[config.mk]
export PLATFORM = sky130hd
export DESIGN_NAME = sliding_window_sender_unit
export DESIGN_NICKNAME = d
export VERILOG_FILES = /design/src/sv/sws_pkg.sv /design/src/sv/sws_ram.sv /design/src/sv/sliding_window_sender_unit.sv
export SDC_FILE = /design/constraint.sdc
export NUM_CORES = 2
export LEC_CHECK = 0
export ABC_AREA = 1
export ABC_CLOCK_PERIOD_IN_PS = 9990
export BUFFER_PORTS_ARGS = -buffer_cell sky130_fd_sc_hd__buf_2
export CORE_MARGIN = 5
export CORE_UTILIZATION = 27
export DETAILED_ROUTE_END_ITERATION = 8
export MAX_ROUTING_LAYER = met4
export RECOVER_POWER = 25
export SETUP_SLACK_MARGIN = 0.15
export SLEW_MARGIN = 20
export SYNTH_ARGS = -nofsm -noshare
export SYNTH_HDL_FRONTEND = slang
export SYNTH_HIERARCHICAL = 1
export SYNTH_SLANG_ARGS = --single-unit
[constraint.sdc]
create_clock -name clk -period 9.99 [get_ports clk]
set_input_delay 1.4985 -clock clk [delete_from_list [all_inputs] [get_ports clk]]
set_output_delay 1.4985 -clock clk [all_outputs]
set_load 0.01 [all_outputs]
[src/sv/sws_pkg.sv]
package sws_pkg;

  localparam int unsigned RETX_DEPTH_DEF = 16;

  localparam logic [15:0] LFSR_MASK = 16'hB400;
  localparam logic [7:0]  DUP_LIMIT = 8'd3;
  localparam logic [7:0]  DUP_MAX   = 8'd255;

  // connection states
  localparam logic [1:0] CONN_CLOSED   = 2'd0;
  localparam logic [1:0] CONN_SYN_SENT = 2'd1;
  localparam logic [1:0] CONN_EST      = 2'd2;
  localparam logic [1:0] CONN_FIN_WAIT = 2'd3;

  // input actions
  localparam logic [1:0] ACT_START = 2'd0;
  localparam logic [1:0] ACT_RX    = 2'd1;

  // register indexes
  localparam logic [2:0] REG_WINDOW  = 3'd0;
  localparam logic [2:0] REG_SEGMENT = 3'd1;
  localparam logic [2:0] REG_TIMEOUT = 3'd2;
  localparam logic [2:0] REG_DATA    = 3'd3;
  localparam logic [2:0] REG_DROP    = 3'd4;
  localparam logic [2:0] REG_SEED    = 3'd5;
  localparam logic [2:0] REG_ISEQ    = 3'd6;

  localparam logic [15:0] WINDOW_RST  = 16'd4096;
  localparam logic [11:0] SEGMENT_RST = 12'd512;
  localparam logic [15:0] TIMEOUT_RST = 16'd500;
  localparam logic [23:0] DATA_RST    = 24'd0;
  localparam logic [15:0] DROP_RST    = 16'd0;
  localparam logic [15:0] SEED_RST    = 16'd1;
  localparam logic [31:0] ISEQ_RST    = 32'd121;

  typedef struct packed {
    logic [31:0] seq;
    logic [11:0] len;
    logic [31:0] tim;
  } entry_t;

  typedef struct packed {
    logic        done;
    logic        retx;
    logic        dropped;
    logic [23:0] offset;
    logic [11:0] len;
    logic        fin;
    logic        ackf;
    logic        syn;
    logic [31:0] ack;
    logic [31:0] seq;
  } res_t;

  function automatic logic [15:0] lfsr_step(input logic [15:0] x);
    logic [15:0] y;
    y = x >> 1;
    if (x[0]) begin
      y = y ^ LFSR_MASK;
    end
    return y;
  endfunction

endpackage

[src/sv/sws_ram.sv]
module sws_ram #(
  parameter int unsigned WIDTH = 8,
  parameter int unsigned DEPTH = 16
) (
  input  logic                     clk,
  input  logic                     we,
  input  logic [$clog2(DEPTH)-1:0] waddr,
  input  logic [WIDTH-1:0]         wdata,
  input  logic [$clog2(DEPTH)-1:0] raddr,
  output logic [WIDTH-1:0]         rdata
);

  logic [WIDTH-1:0] mem [DEPTH];

  always_ff @(posedge clk) begin
    if (we) begin
      mem[waddr] <= wdata;
    end
    rdata <= mem[raddr];
  end

endmodule

[src/sv/sliding_window_sender_unit.sv]
// Channel | Dir | Group                              | Word
// in_     | in  | in_tvalid/in_tready/in_tdata/tuser | one event (start, segment received, poll)
// out_    | out | out_tvalid/out_tready/out_tdata    | one outgoing segment, tlast on last of event
// cfg_    | in  | APB psel/penable/pwrite/paddr      | seven 32-bit registers at 4*index
//
// One event at a time; in_tready is high only while idle. A closed, FIN-wait or unanswered
// handshake event runs accept, dispatch and flush; a completed handshake goes on to the data
// phase. A data-phase event runs dispatch, FIN check (straight to flush if FIN goes out), new
// send and ack update, then passes through the single table RAM, each entry read in one phase
// and handled in the next: an optional duplicate-ACK search and shift, then two walk passes,
// then FIN check and flush.
// rst_n clears all control state; the table needs no clearing (entry count is zero).
// A stalled out_tready holds the sequencer at the next segment it would send.
module sliding_window_sender_unit #(
  parameter int unsigned RETX_DEPTH = sws_pkg::RETX_DEPTH_DEF
) (
  input  logic         clk,
  input  logic         rst_n,
  input  logic         in_tvalid,
  output logic         in_tready,
  input  logic [103:0] in_tdata,  // now_ms, rx_seq, rx_ack, rx_syn, rx_ack_flag, rx_fin
  input  logic [1:0]   in_tuser,  // action
  output logic         out_tvalid,
  input  logic         out_tready,
  // tx_seq, tx_ack, tx_syn, tx_ack_flag, tx_fin, tx_length, tx_offset,
  // tx_dropped, tx_retransmit, connection_done
  output logic [111:0] out_tdata,
  output logic         out_tlast,
  input  logic         cfg_psel,
  input  logic         cfg_penable,
  input  logic         cfg_pwrite,
  input  logic [4:0]   cfg_paddr,
  input  logic [31:0]  cfg_pwdata,
  output logic [31:0]  cfg_prdata,
  output logic         cfg_pready
);

  localparam int unsigned IW = $clog2(RETX_DEPTH);
  localparam int unsigned CW = $clog2(RETX_DEPTH + 1);
  localparam int unsigned AW = IW + 1;
  localparam int unsigned EW = $bits(sws_pkg::entry_t);

  localparam logic [3:0] S_IDLE  = 4'd0;
  localparam logic [3:0] S_DISP  = 4'd1;
  localparam logic [3:0] S_DP    = 4'd2;
  localparam logic [3:0] S_NEW   = 4'd3;
  localparam logic [3:0] S_RX    = 4'd4;
  localparam logic [3:0] S_FS    = 4'd5;
  localparam logic [3:0] S_SH    = 4'd6;
  localparam logic [3:0] S_SHL   = 4'd7;
  localparam logic [3:0] S_W1    = 4'd8;
  localparam logic [3:0] S_W2    = 4'd9;
  localparam logic [3:0] S_WEND  = 4'd10;
  localparam logic [3:0] S_FLUSH = 4'd11;

  // configuration
  logic [15:0] win_r, tmo_r, thr_r, seed_r;
  logic [11:0] seg_r;
  logic [23:0] dbytes_r;
  logic [31:0] iseq_r;
  logic        cfg_wr;

  // connection state
  logic [1:0]    conn_r;
  logic [31:0]   next_seq_r, peer_r, ha_r, base_r;
  logic [7:0]    dup_r;
  logic [CW-1:0] cnt_r;
  logic [15:0]   lfsr_r;
  logic          bank_r;

  // latched event
  logic [1:0]  act_r;
  logic [31:0] now_r, rseq_r, rack_r;
  logic        rsyn_r, rackf_r, rfin_r, has_rx_r;

  // sequencer
  logic [3:0]       st_r, st_nxt;
  logic             ph_r;
  logic [CW-1:0]    i_r, na_r, wi_r;
  logic [11:0]      len_r;
  logic             elig_r;
  sws_pkg::entry_t  sv_r;

  // result staging
  logic            pend_v_r, out_v_r, out_last_r;
  sws_pkg::res_t   pend_r, out_r;

  logic            em_req, emit_ok, fire, out_free, flush_go;
  sws_pkg::res_t   em_res;

  logic            we;
  logic [AW-1:0]   waddr, raddr;
  sws_pkg::entry_t wdata, rd;
  logic [EW-1:0]   rdata_raw;

  logic [31:0]   end_seq, rem;
  logic [15:0]   lfsr_n;
  logic          rd_acked, rd_tout, fin_due, in_fire;
  logic [32:0]   span;
  logic [CW-1:0] i_inc;
  logic [7:0]    dup_n;

  assign cfg_pready = 1'b1;
  assign cfg_wr     = cfg_psel & cfg_penable & cfg_pwrite;

  always_ff @(posedge clk) begin
    if (!rst_n) begin
      win_r    <= sws_pkg::WINDOW_RST;
      seg_r    <= sws_pkg::SEGMENT_RST;
      tmo_r    <= sws_pkg::TIMEOUT_RST;
      dbytes_r <= sws_pkg::DATA_RST;
      thr_r    <= sws_pkg::DROP_RST;
      seed_r   <= sws_pkg::SEED_RST;
      iseq_r   <= sws_pkg::ISEQ_RST;
    end else if (cfg_wr) begin
      case (cfg_paddr[4:2])
        sws_pkg::REG_WINDOW:  win_r    <= cfg_pwdata[15:0];
        sws_pkg::REG_SEGMENT: seg_r    <= cfg_pwdata[11:0];
        sws_pkg::REG_TIMEOUT: tmo_r    <= cfg_pwdata[15:0];
        sws_pkg::REG_DATA:    dbytes_r <= cfg_pwdata[23:0];
        sws_pkg::REG_DROP:    thr_r    <= cfg_pwdata[15:0];
        sws_pkg::REG_SEED:    seed_r   <= cfg_pwdata[15:0];
        sws_pkg::REG_ISEQ:    iseq_r   <= cfg_pwdata;
        default: ;
      endcase
    end
  end

  always_comb begin
    case (cfg_paddr[4:2])
      sws_pkg::REG_WINDOW:  cfg_prdata = {16'd0, win_r};
      sws_pkg::REG_SEGMENT: cfg_prdata = {20'd0, seg_r};
      sws_pkg::REG_TIMEOUT: cfg_prdata = {16'd0, tmo_r};
      sws_pkg::REG_DATA:    cfg_prdata = {8'd0, dbytes_r};
      sws_pkg::REG_DROP:    cfg_prdata = {16'd0, thr_r};
      sws_pkg::REG_SEED:    cfg_prdata = {16'd0, seed_r};
      sws_pkg::REG_ISEQ:    cfg_prdata = iseq_r;
      default:              cfg_prdata = 32'd0;
    endcase
  end

  // table: two banks of 2**IW entries (RETX_DEPTH rounded up to a power of two), bank_r selects the live one
  sws_ram #(.WIDTH(EW), .DEPTH(2 ** AW)) u_table (
    .clk   (clk),
    .we    (we),
    .waddr (waddr),
    .wdata (wdata),
    .raddr (raddr),
    .rdata (rdata_raw)
  );
  assign rd = sws_pkg::entry_t'(rdata_raw);

  assign end_seq  = base_r + {8'd0, dbytes_r};
  assign rem      = end_seq - next_seq_r;
  assign span     = {21'd0, len_r} + {1'b0, next_seq_r - ha_r};
  assign lfsr_n   = sws_pkg::lfsr_step(lfsr_r);
  assign rd_acked = rd.seq < ha_r;
  assign rd_tout  = (now_r - rd.tim) >= {16'd0, tmo_r};
  assign fin_due  = ha_r >= end_seq;
  assign i_inc    = i_r + CW'(1);
  assign dup_n    = (dup_r == sws_pkg::DUP_MAX) ? dup_r : dup_r + 8'd1;

  assign out_free = !out_v_r || out_tready;
  assign emit_ok  = !pend_v_r || out_free;
  assign fire     = em_req && emit_ok;
  assign flush_go = (st_r == S_FLUSH) && pend_v_r && out_free;
  assign in_tready = (st_r == S_IDLE);
  assign in_fire  = in_tvalid && in_tready;

  always_comb begin
    case (st_r)
      S_SH:    raddr = {bank_r, i_inc[IW-1:0]};
      default: raddr = {bank_r, i_r[IW-1:0]};
    endcase
  end

  // emit requests and table writes
  always_comb begin
    em_req = 1'b0;
    em_res = '0;
    em_res.ack = peer_r;
    we     = 1'b0;
    waddr  = {bank_r, cnt_r[IW-1:0]};
    wdata  = '{seq: next_seq_r, len: len_r, tim: now_r};
    case (st_r)
      S_DISP: begin
        if (act_r == sws_pkg::ACT_START && conn_r == sws_pkg::CONN_CLOSED) begin
          em_req     = 1'b1;
          em_res.seq = iseq_r;
          em_res.ack = 32'd0;
          em_res.syn = 1'b1;
        end else if (conn_r == sws_pkg::CONN_SYN_SENT) begin
          em_req      = act_r == sws_pkg::ACT_RX && rsyn_r && rackf_r && rack_r == next_seq_r;
          em_res.seq  = next_seq_r;
          em_res.ack  = rseq_r + 32'd1;
          em_res.ackf = 1'b1;
        end else if (conn_r == sws_pkg::CONN_FIN_WAIT) begin
          em_req      = act_r == sws_pkg::ACT_RX && rfin_r && rackf_r && rack_r == next_seq_r;
          em_res.seq  = next_seq_r;
          em_res.ack  = peer_r + 32'd1;
          em_res.ackf = 1'b1;
          em_res.done = 1'b1;
        end
      end
      S_DP, S_WEND: begin
        em_req     = fin_due;
        em_res.seq = next_seq_r;
        em_res.fin = 1'b1;
      end
      S_NEW: begin
        em_req         = elig_r && len_r != 12'd0 && span <= {17'd0, win_r};
        em_res.seq     = next_seq_r;
        em_res.ackf    = 1'b1;
        em_res.len     = len_r;
        em_res.offset  = 24'(next_seq_r - base_r);
        em_res.dropped = lfsr_n < thr_r;
        we             = fire;
      end
      S_FS, S_W1: begin
        if (ph_r && i_r < cnt_r) begin
          if (st_r == S_FS) begin
            em_req = rd.seq == ha_r;
          end else begin
            em_req = !rd_acked && rd_tout;
            we     = !rd_acked && !rd_tout;
            waddr  = {!bank_r, na_r[IW-1:0]};
            wdata  = rd;
          end
          em_res.seq     = rd.seq;
          em_res.ackf    = 1'b1;
          em_res.len     = rd.len;
          em_res.offset  = 24'(rd.seq - base_r);
          em_res.dropped = lfsr_n < thr_r;
          em_res.retx    = 1'b1;
        end
      end
      S_SH: begin
        we    = ph_r && (i_inc < cnt_r);
        waddr = {bank_r, i_r[IW-1:0]};
        wdata = rd;
      end
      S_SHL: begin
        we    = 1'b1;
        waddr = {bank_r, IW'(cnt_r - CW'(1))};
        wdata = '{seq: sv_r.seq, len: sv_r.len, tim: now_r};
      end
      S_W2: begin
        we    = ph_r && (i_r < cnt_r) && !rd_acked && rd_tout;
        waddr = {!bank_r, wi_r[IW-1:0]};
        wdata = '{seq: rd.seq, len: rd.len, tim: now_r};
      end
      default: ;
    endcase
  end

  // sequencer
  always_comb begin
    st_nxt = st_r;
    case (st_r)
      S_IDLE:  if (in_fire) st_nxt = S_DISP;
      S_DISP: begin
        if (act_r == sws_pkg::ACT_START && conn_r == sws_pkg::CONN_CLOSED) begin
          if (fire) st_nxt = S_FLUSH;
        end else if (conn_r == sws_pkg::CONN_SYN_SENT) begin
          if (!em_req) st_nxt = S_FLUSH;
          else if (fire) st_nxt = S_DP;
        end else if (conn_r == sws_pkg::CONN_EST) begin
          st_nxt = S_DP;
        end else if (conn_r == sws_pkg::CONN_FIN_WAIT) begin
          if (!em_req || fire) st_nxt = S_FLUSH;
        end else begin
          st_nxt = S_FLUSH;
        end
      end
      S_DP: begin
        if (!fin_due) st_nxt = S_NEW;
        else if (fire) st_nxt = S_FLUSH;
      end
      S_NEW:  if (!em_req || fire) st_nxt = S_RX;
      S_RX: begin
        if (has_rx_r && rack_r == ha_r && dup_n >= sws_pkg::DUP_LIMIT) st_nxt = S_FS;
        else st_nxt = S_W1;
      end
      S_FS: begin
        if (i_r >= cnt_r) st_nxt = S_W1;
        else if (fire) st_nxt = S_SH;
      end
      S_SH:   if (i_inc >= cnt_r) st_nxt = S_SHL;
      S_SHL:  st_nxt = S_W1;
      S_W1:   if (i_r >= cnt_r) st_nxt = S_W2;
      S_W2:   if (i_r >= cnt_r) st_nxt = S_WEND;
      S_WEND: if (!em_req || fire) st_nxt = S_FLUSH;
      S_FLUSH: if (!pend_v_r || out_free) st_nxt = S_IDLE;
      default: st_nxt = S_IDLE;
    endcase
  end

  always_ff @(posedge clk) begin
    if (!rst_n) begin
      st_r       <= S_IDLE;
      conn_r     <= sws_pkg::CONN_CLOSED;
      next_seq_r <= '0;
      peer_r     <= '0;
      ha_r       <= '0;
      base_r     <= '0;
      dup_r      <= '0;
      cnt_r      <= '0;
      lfsr_r     <= 16'd1;
      bank_r     <= 1'b0;
      ph_r       <= 1'b0;
      i_r        <= '0;
      na_r       <= '0;
      wi_r       <= '0;
      has_rx_r   <= 1'b0;
    end else begin
      st_r <= st_nxt;
      if (fire && (em_res.ackf && em_res.len != 12'd0)) begin
        lfsr_r <= lfsr_n;
      end
      case (st_r)
        S_IDLE: begin
          if (in_fire) begin
            act_r   <= in_tuser;
            now_r   <= in_tdata[31:0];
            rseq_r  <= in_tdata[63:32];
            rack_r  <= in_tdata[95:64];
            rsyn_r  <= in_tdata[96];
            rackf_r <= in_tdata[97];
            rfin_r  <= in_tdata[98];
          end
        end
        S_DISP: begin
          has_rx_r <= (conn_r == sws_pkg::CONN_EST) && (act_r == sws_pkg::ACT_RX);
          if (act_r == sws_pkg::ACT_START && conn_r == sws_pkg::CONN_CLOSED) begin
            if (fire) begin
              lfsr_r     <= (seed_r != 16'd0) ? seed_r : 16'd1;
              next_seq_r <= iseq_r + 32'd1;
              peer_r     <= '0;
              ha_r       <= '0;
              base_r     <= '0;
              dup_r      <= '0;
              cnt_r      <= '0;
              conn_r     <= sws_pkg::CONN_SYN_SENT;
            end
          end else if (conn_r == sws_pkg::CONN_SYN_SENT) begin
            if (fire) begin
              peer_r <= rseq_r + 32'd1;
              ha_r   <= rack_r;
              base_r <= next_seq_r;
              dup_r  <= '0;
              cnt_r  <= '0;
              conn_r <= sws_pkg::CONN_EST;
            end
          end else if (conn_r == sws_pkg::CONN_FIN_WAIT) begin
            if (fire) begin
              peer_r <= peer_r + 32'd1;
              conn_r <= sws_pkg::CONN_CLOSED;
            end
          end
        end
        S_DP: begin
          len_r  <= (rem > {20'd0, seg_r}) ? seg_r : rem[11:0];
          elig_r <= (next_seq_r < end_seq) && (cnt_r < CW'(RETX_DEPTH));
          if (fire) begin
            next_seq_r <= next_seq_r + 32'd1;
            conn_r     <= sws_pkg::CONN_FIN_WAIT;
          end
        end
        S_NEW: begin
          if (fire) begin
            cnt_r      <= cnt_r + CW'(1);
            next_seq_r <= next_seq_r + {20'd0, len_r};
          end
        end
        S_RX: begin
          i_r  <= '0;
          ph_r <= 1'b0;
          na_r <= '0;
          if (has_rx_r) begin
            if (rack_r > ha_r) begin
              ha_r  <= rack_r;
              dup_r <= 8'd1;
            end else if (rack_r == ha_r) begin
              dup_r <= dup_n;
            end
          end
        end
        S_FS: begin
          if (i_r >= cnt_r) begin
            i_r  <= '0;
            ph_r <= 1'b0;
          end else if (!ph_r) begin
            ph_r <= 1'b1;
          end else if (em_req) begin
            // hold the matching entry for its move to the end
            if (fire) begin
              sv_r <= rd;
              ph_r <= 1'b0;
            end
          end else begin
            i_r  <= i_inc;
            ph_r <= 1'b0;
          end
        end
        S_SH: begin
          if (i_inc < cnt_r) begin
            if (!ph_r) begin
              ph_r <= 1'b1;
            end else begin
              i_r  <= i_inc;
              ph_r <= 1'b0;
            end
          end
        end
        S_SHL: begin
          i_r  <= '0;
          ph_r <= 1'b0;
        end
        S_W1: begin
          if (i_r >= cnt_r) begin
            i_r  <= '0;
            ph_r <= 1'b0;
            wi_r <= na_r;
          end else if (!ph_r) begin
            ph_r <= 1'b1;
          end else if (!em_req || fire) begin
            if (we) na_r <= na_r + CW'(1);
            i_r  <= i_inc;
            ph_r <= 1'b0;
          end
        end
        S_W2: begin
          if (i_r >= cnt_r) begin
            cnt_r  <= wi_r;
            bank_r <= !bank_r;
          end else if (!ph_r) begin
            ph_r <= 1'b1;
          end else begin
            if (we) wi_r <= wi_r + CW'(1);
            i_r  <= i_inc;
            ph_r <= 1'b0;
          end
        end
        S_WEND: begin
          if (fire) begin
            next_seq_r <= next_seq_r + 32'd1;
            conn_r     <= sws_pkg::CONN_FIN_WAIT;
          end
        end
        default: ;
      endcase
    end
  end

  // one word held back so the last of an event can carry tlast
  always_ff @(posedge clk) begin
    if (!rst_n) begin
      pend_v_r <= 1'b0;
      out_v_r  <= 1'b0;
    end else if (fire) begin
      pend_v_r <= 1'b1;
      if (pend_v_r) begin
        out_v_r <= 1'b1;
      end else if (out_tready) begin
        out_v_r <= 1'b0;
      end
    end else if (flush_go) begin
      pend_v_r <= 1'b0;
      out_v_r  <= 1'b1;
    end else if (out_tready) begin
      out_v_r <= 1'b0;
    end
  end

  always_ff @(posedge clk) begin
    if (fire) begin
      pend_r <= em_res;
      if (pend_v_r) begin
        out_r      <= pend_r;
        out_last_r <= 1'b0;
      end
    end else if (flush_go) begin
      out_r      <= pend_r;
      out_last_r <= 1'b1;
    end
  end

  assign out_tvalid = out_v_r;
  assign out_tlast  = out_last_r;
  assign out_tdata  = {6'd0, out_r.done, out_r.retx, out_r.dropped, out_r.offset,
                       out_r.len, out_r.fin, out_r.ackf, out_r.syn, out_r.ack, out_r.seq};

endmodule
Yosys cells after proc, flatten, opt, wreduce, memory -nomap -nowiden
Memories as Yosys holds them, arrays and structs flattened. A register that Yosys moved wholly into a read port is not among the register bits.
Index checks and enable logic that the tools add are counted.

cells by class
  $add $sub $neg = 18
  magnitude comparators = 14
  eq/ne operators = 61
  muxes and demuxes = 145
  bitwise operators = 5
  reduce and logical (&&, ||, !) cells = 80

operators with widths
  cell                     number
  $mux W32                 20
  $mux W106                3
  $pmux W76 S4             1
  $pmux W32 S7             1
  $mux W64                 3
  $pmux W32 S3             2
  $mux W76                 2
  $add A32 B1 Y32 const B  4
  $mux W5                  24
  $eq A32 B32 Y1           3
  $mux W16                 6
  $sub A32 B32 Y32         3
  $mux W4                  19
  $pmux W37 S2             1
  $lt A32 B32 Y1           2
  $pmux W32 S2             1
  $mux W8                  7
  $pmux W4 S12             1
  $sub A24 B24 Y24         2
  $ne A2 B2 Y1 const B     20
  $mux W38                 1
  $mux W1                  34
  $add A12 B32 Y33         1
  $le A33 B16 Y1           1
  63 further kinds         161

storage, ports and cells
  flip-flop bits (word level) = 686
  memory bits (writable) = 2432
  bits of input ports = 150
  output and inout bits = 148
  word-level logic and storage cells = 380
  memories = 1

memory list
  name         depth  width  read ports  clocked after Yosys merged registers in  wr ports  RTL line       RTL
  u_table.mem  32     76     1           1                                        1         sws_ram.sv:13  logic [WIDTH-1:0] mem [DEPTH];

Longest topological paths before layout
  depth after elaboration = 16
  gate-level depth with buffers = 42
  gate-level depth less buffers = 40

By module
Netlist, hierarchy kept.

modules (own cells, without submodules)
  module                      times used  cells an instance  area each (sq um)  seq. area each (sq um)
  sws_ram                     1           8018               98288.0            74551.5
  sliding_window_sender_unit  1           5993               46339.4            17446.7

Worst setup path before layout
OpenSTA, ideal clock, no wires.

  path kind = register to register
  start = register next_seq_r[0]
  end = memory u_table/mem[31][0] (netlist bit) (enable)
  arrival time = 8.350 ns
  required time = 9.479 ns
  slack = 1.129 ns
  stages on the path, launching flop included = 38
  buffers on the path = 1
  period minus slack after synthesis = 8.861 ns
  path through = dfxtp_1 > inv_1 > ha_1 > fa_1 > inv_1 > nand3_1 > nand2_2 > nand2_1 > nand2_2 > xor2_1 > ha_1 > nand2_1 > nor2_1 > nand2_1 > o211ai_1 > nand3_2 > xnor2_1 > ha_1 > (+2 left out) > nand2_1 > nand2_1 > nand2_1 > nand2_1 > a21oi_1 > nand3_1 > nor2_1 > nand3_1 > nor2_1 > nand2_2 > nand3_4 > nand2_8 > inv_4 > buf_8 > nand2_4 > nand2_1 > nand3_1 > nor2_1

between the ends
  cells in the longest elaborated chain, start to end = 10
  elaborated cells between the ends (all ways) = 15

ends and longest elaborated chain
  what                                                      RTL line                           RTL
  start: declaration                                        sliding_window_sender_unit.sv:65   logic [31:0] next_seq_r, peer_r, ha_r, base_r;
  start signal: assignment                                  sliding_window_sender_unit.sv:337  next_seq_r <= iseq_r + 32'd1;
  start signal: assignment                                  sliding_window_sender_unit.sv:365  next_seq_r <= next_seq_r + 32'd1;
  start signal: assignment                                  sliding_window_sender_unit.sv:372  next_seq_r <= next_seq_r + {20'd0, len_r};
  branches (longest 5 deep; another with $add A12 B32 Y33)  n/a
  $pmux W1 S4 (*)                                           sliding_window_sender_unit.sv:185  case (st_r)
  $logic_and A1 B1 Y1 (*)                                   sliding_window_sender_unit.sv:165  assign fire = em_req && emit_ok;
  net fire                                                  sliding_window_sender_unit.sv:88   logic em_req, emit_ok, fire, out_free, flush_go;
  $pmux W1 S5 (*)                                           sliding_window_sender_unit.sv:185
  net we                                                    sliding_window_sender_unit.sv:91   logic we;
  $mux W1 (*)                                               sws_ram.sv:16                      if (we) begin
  $mux W1 (implied by the code) (*)                         sws_ram.sv:17                      mem[waddr] <= wdata;
  end: declaration                                          sws_ram.sv:13

Mark *: on every way through the listed nets, which the timed path passes.

==> implementation parameters <==
Parameter                              Value

Run status
  Outcome ... finished, violations left
  Violations in the final reports ... capacitance limit, slew limit

Yosys
  Top cells by area in the synthesized netlist ... sky130_fd_sc_hd__edfxtp_1, sky130_fd_sc_hd__nand2_1, sky130_fd_sc_hd__nand3_1, sky130_fd_sc_hd__dfxtp_1, sky130_fd_sc_hd__ha_1
  Mapped cell area ... 145000 µm²
  Ys async rst share ... 0
  Count of flip-flops with a built-in enable after synthesis ... 2803
  Synthesized instance count ... 14011
  YS warnings ... 6
  Number of different library cells in the post-synthesis netlist ... 75
  Proportion of netlist area held by the largest area contributor ... 0.582
  Top flip-flop cell by instance count after synthesis ... sky130_fd_sc_hd__edfxtp_1
  Average cell area after synthesis ... 10.3 µm²
  Largest area contributor in the netlist ... sky130_fd_sc_hd__edfxtp_1
  Sequential fraction of the synthesis area ... 0.636
  FF+latch count, synth ... 3194

Setup path
  Cell chain of the critical path ... clkbuf_1, clkbuf_1, clkbuf_1, o21ai_0, a21oi_1
  Peak per-stage delay on the critical path ... 2830 ps
  Crit path arrival time ... 9810 ps
  Type of the worst setup path ... input pin to register
  Endpoint class of the critical path ... register
  Critical path's slowest cell ... sky130_fd_sc_hd__clkbuf_1
  Critical Path Most Common Cell ... sky130_fd_sc_hd__clkbuf_1
  Largest fanout on the critical path ... 91
  Worst Setup Start Kind ... input pin
  Worst path required time ... 10810 ps

Route
  Wire length reported by the detailed router ... 496 mm
  Average wire per cell in the routed design ... 23.1 µm
  Count of nets left with antenna violations after detail routing ... 0
  Via Count ... 107944
  Ratio of routed vias to standard cells ... 5.02
  First-pass DRT Iterations ... 8
  DRC violation total after the first TritonRoute iteration ... 13054
  Total DRC errors in the routed layout ... 0

Clock tree
  CTS max path bufs ... 4
  Later-pin clock latency in the skew report ... 990 ps
  Maximum level of the CTS H-tree ... 5
  Clock Tree Root ... sky130_fd_sc_hd__clkbuf_16
  Hold_buf cts ... 0
  Gates resized, CTS repair ... 0
  Number of buffers inserted by post-CTS setup repair ... 0
  Clk slew on worst S/H paths ... 70 ps
  Number of buffers created by CTS ... 327
  Sinks on Clock Net ... 3194
  Clock tree from TritonCTS ... yes

STA
  Crit share post-route ... 0.899
  Pin slew with the least headroom to its limit ... 4110 ps
  Setup_tns ... 0 ps
  Setup slack after layout ... 1010 ps
  Unrepaired setup endpoints after global routing ... no
  Min Tclk post-route ... 8980 ps
  Max Fclk ... 111 MHz
  Setup violators final ... 0
  Endpoints failing hold ... 0
  Number of max-slew violations in the final report ... 1533
  Worst-case headroom to the max-slew limit ... -1.74
  Fin Clk Skew ... 90.5 ps

Placed design
  Instance count after placement with tap cells included ... 20859
  Post-Place Worst Slack ... 1480 ps
  HPWL after detailed placement ... 316 mm
  # port buffers ... 283
  Routability Congestion ... 0.967

Power
  Post-layout power ... 39.5 mW
  Internal ... 25.6 mW
  Share of power burned in the clock network ... 0.310
  Power share of the sequential group ... 0.403
  Peak supply drop ... 174 µV
  Switching power share of the total ... 0.351
  Net Sw Power ... 13.9 mW
  LEAKAGE ... 60.0 nW
  PwrDens ... 239 nW/µm²
  Combinational power share ... 0.287

Global routing
  Overall overflow remaining after global route ... 0
  First-pass GRT wire length ... 710 mm
  Largest net degree at the start of global routing ... 196
  Number of antenna violations at the first check in global routing ... 40
  Vias in the first global route ... 99141
  Global-route usage over all layers ... 0.177

Hold path
  Class of the most critical hold timing path ... register to register

Floorplan
  Total number of placement rows ... 268
  Overall die area ... 550000 µm²
  Chip Height ... 742 µm
  Effective utilization at floorplan ... 0.271
  I/O pin count ... 298
  Core Area ... 533000 µm²
  Chip width ... 742 µm

Finish
  Syn-to-layout area delta ... 14.0%
  Finished Layout Cells ... 21491
  Fraction of final layout cells with drive strength greater than 1 ... 0.0726
  Filler instances ... 54285
  NumNets Final ... 14692

Job
  Max-cap violations ... 39
-- cell usage after synthesis (all sizes together), types with 3 or more instances --
cell type,number
clkbuf,318
buf,401
or2,15
clkinv,20
o22ai,61
a221oi,18
a21boi,11
inv,814
mux2,19
ha,364
a2111oi,5
o21a,15
a22oi,6
o21bai,17
dfxtp,391
o21ai,502
o221ai,60
nand3b,12
nand3,2404
and3,6
a2111o,4
a21oi,565
nor4,37
a211oi,81
nor2,499
o31ai,7
o211ai,80
xor2,155
and2,4
nand4,79
xnor2,53
a31oi,22
fa,8
nand2,4029
o211a,3
edfxtp,2803
nor3,74
a21o,11
o2111ai,20
-- stage by stage --
step           cell area [µm²]  hold slack [ps]   util
2_1_floorplan           145000              400      -
3_3_place_gp            155000              404  0.290
3_5_place_dp            155000              405  0.290
4_1_cts                 165000              408  0.310
5_1_grt                 165000              422  0.309
6_report                165000              408  0.309
-- power by group through the flow --
| stage | Combinational, mW | Sequential [mW] | Clock, mW |
|---|---|---|---|
| after global placement | 11.4 | 16.1 | 0 |
| final | 11.3 | 15.9 | 12.2 |
| after floorplan | 7.55 | 15.9 | 0 |
| after CTS | 11.3 | 15.9 | 12.4 |
| after detailed placement | 11.3 | 16.1 | 0 |
| after global routing | 12.6 | 15.9 | 13.0 |
-- cell type report --
cell class / instances / area, µm² / area share
repair buffers: 544 / 3350 / 0.0203
clock buffers: 424 / 8890 / 0.0540
well taps: 7020 / 8780 / 0.0533
inverters: 834 / 3180 / 0.0193
multi-input cells: 9269 / 46900 / 0.284
clock inverters: 181 / 1680 / 0.0102
flip-flops and latches: 3194 / 92000 / 0.558
diodes: 25 / 62.6 / 0.000380
-- cell families after synthesis --
| kind of cell | Yosys count | share of synthesized area |
|---|---|---|
| multiplexers | 19 | 0.00148 |
| other | 2 | 0.0000519 |
| XOR/XNOR | 208 | 0.0126 |
| AND/OR/NAND/NOR | 7164 | 0.212 |
| adder cells (fa/ha/maj) | 372 | 0.0326 |
| flip-flops | 3194 | 0.636 |
| buffers and inverters | 1553 | 0.0440 |
| AO/OA/AOI/OAI | 1499 | 0.0610 |
-- sequential cells by signal (all words and copies together) (netlist names), 8 cells and up --
register / count
next_seq_r: 32
pend_r: 106
dbytes_r: 24
seg_r: 12
thr_r: 16
len_r: 12
peer_r: 32
win_r: 16
dup_r: 8
rack_r: 32
tmo_r: 16
iseq_r: 32
u_table/mem: 2432
seed_r: 16
sv_r: 44
out_tdata: 106
rseq_r: 32
now_r: 32
u_table/rdata: 76
lfsr_r: 16
base_r: 32
ha_r: 32
-- worst max-delay path: cells and delay by family --
family | cells | cell delay [ps]
AO/OA/AOI/OAI | 2 | 780
buffers and inverters | 3 | 7460
-- cells in the final DEF (no fill, tap or decap), types with 70 or more instances in the layout --
master                      Yosys  final
sky130_fd_sc_hd__o211ai_1      78     78
sky130_fd_sc_hd__clkinv_1      20     87
sky130_fd_sc_hd__inv_1        790    786
sky130_fd_sc_hd__ha_1         364    363
sky130_fd_sc_hd__dfxtp_1      391    390
sky130_fd_sc_hd__nor2_1       479    439
sky130_fd_sc_hd__buf_4         18    162
sky130_fd_sc_hd__edfxtp_1    2803   2803
sky130_fd_sc_hd__clkbuf_1     318    261
sky130_fd_sc_hd__clkbuf_16      0    332
sky130_fd_sc_hd__nand2_1     4001   3993
sky130_fd_sc_hd__a21oi_1      563    563
sky130_fd_sc_hd__nor3_1        72     70
sky130_fd_sc_hd__buf_2        299    156
sky130_fd_sc_hd__o21ai_0      459    457
sky130_fd_sc_hd__nand3_1     2395   2395
sky130_fd_sc_hd__nand4_1       79     79
sky130_fd_sc_hd__xor2_1       155    155
-- path summary, 6_finish.rpt --
check | endpoint | from | slack (ps) | depth (start not counted)
max | next_seq_r[4]$_SDFFE_PN0P_ | rst_n | 1010 | 5
min | out_tdata[101]$_DFFE_PP_ | pend_r[101]$_DFFE_PP_ | 410 | 0
min reg2reg | out_tdata[101]$_DFFE_PP_ | pend_r[101]$_DFFE_PP_ | 410 | 0
max reg2reg | lfsr_r[8]$_SDFF_PN0_ | st_r[1]$_SDFFE_PN0P_ | 1080 | 14
-- layer usage --
metal	vias up	wire, µm	track usage
li1	49345	-	-
met1	52892	215000	0.246
met2	5020	217000	0.262
met3	687	50000	0.0357
met4	0	14300	0.0477
met5	-	0	-
(Power assumes the default switching activity.)
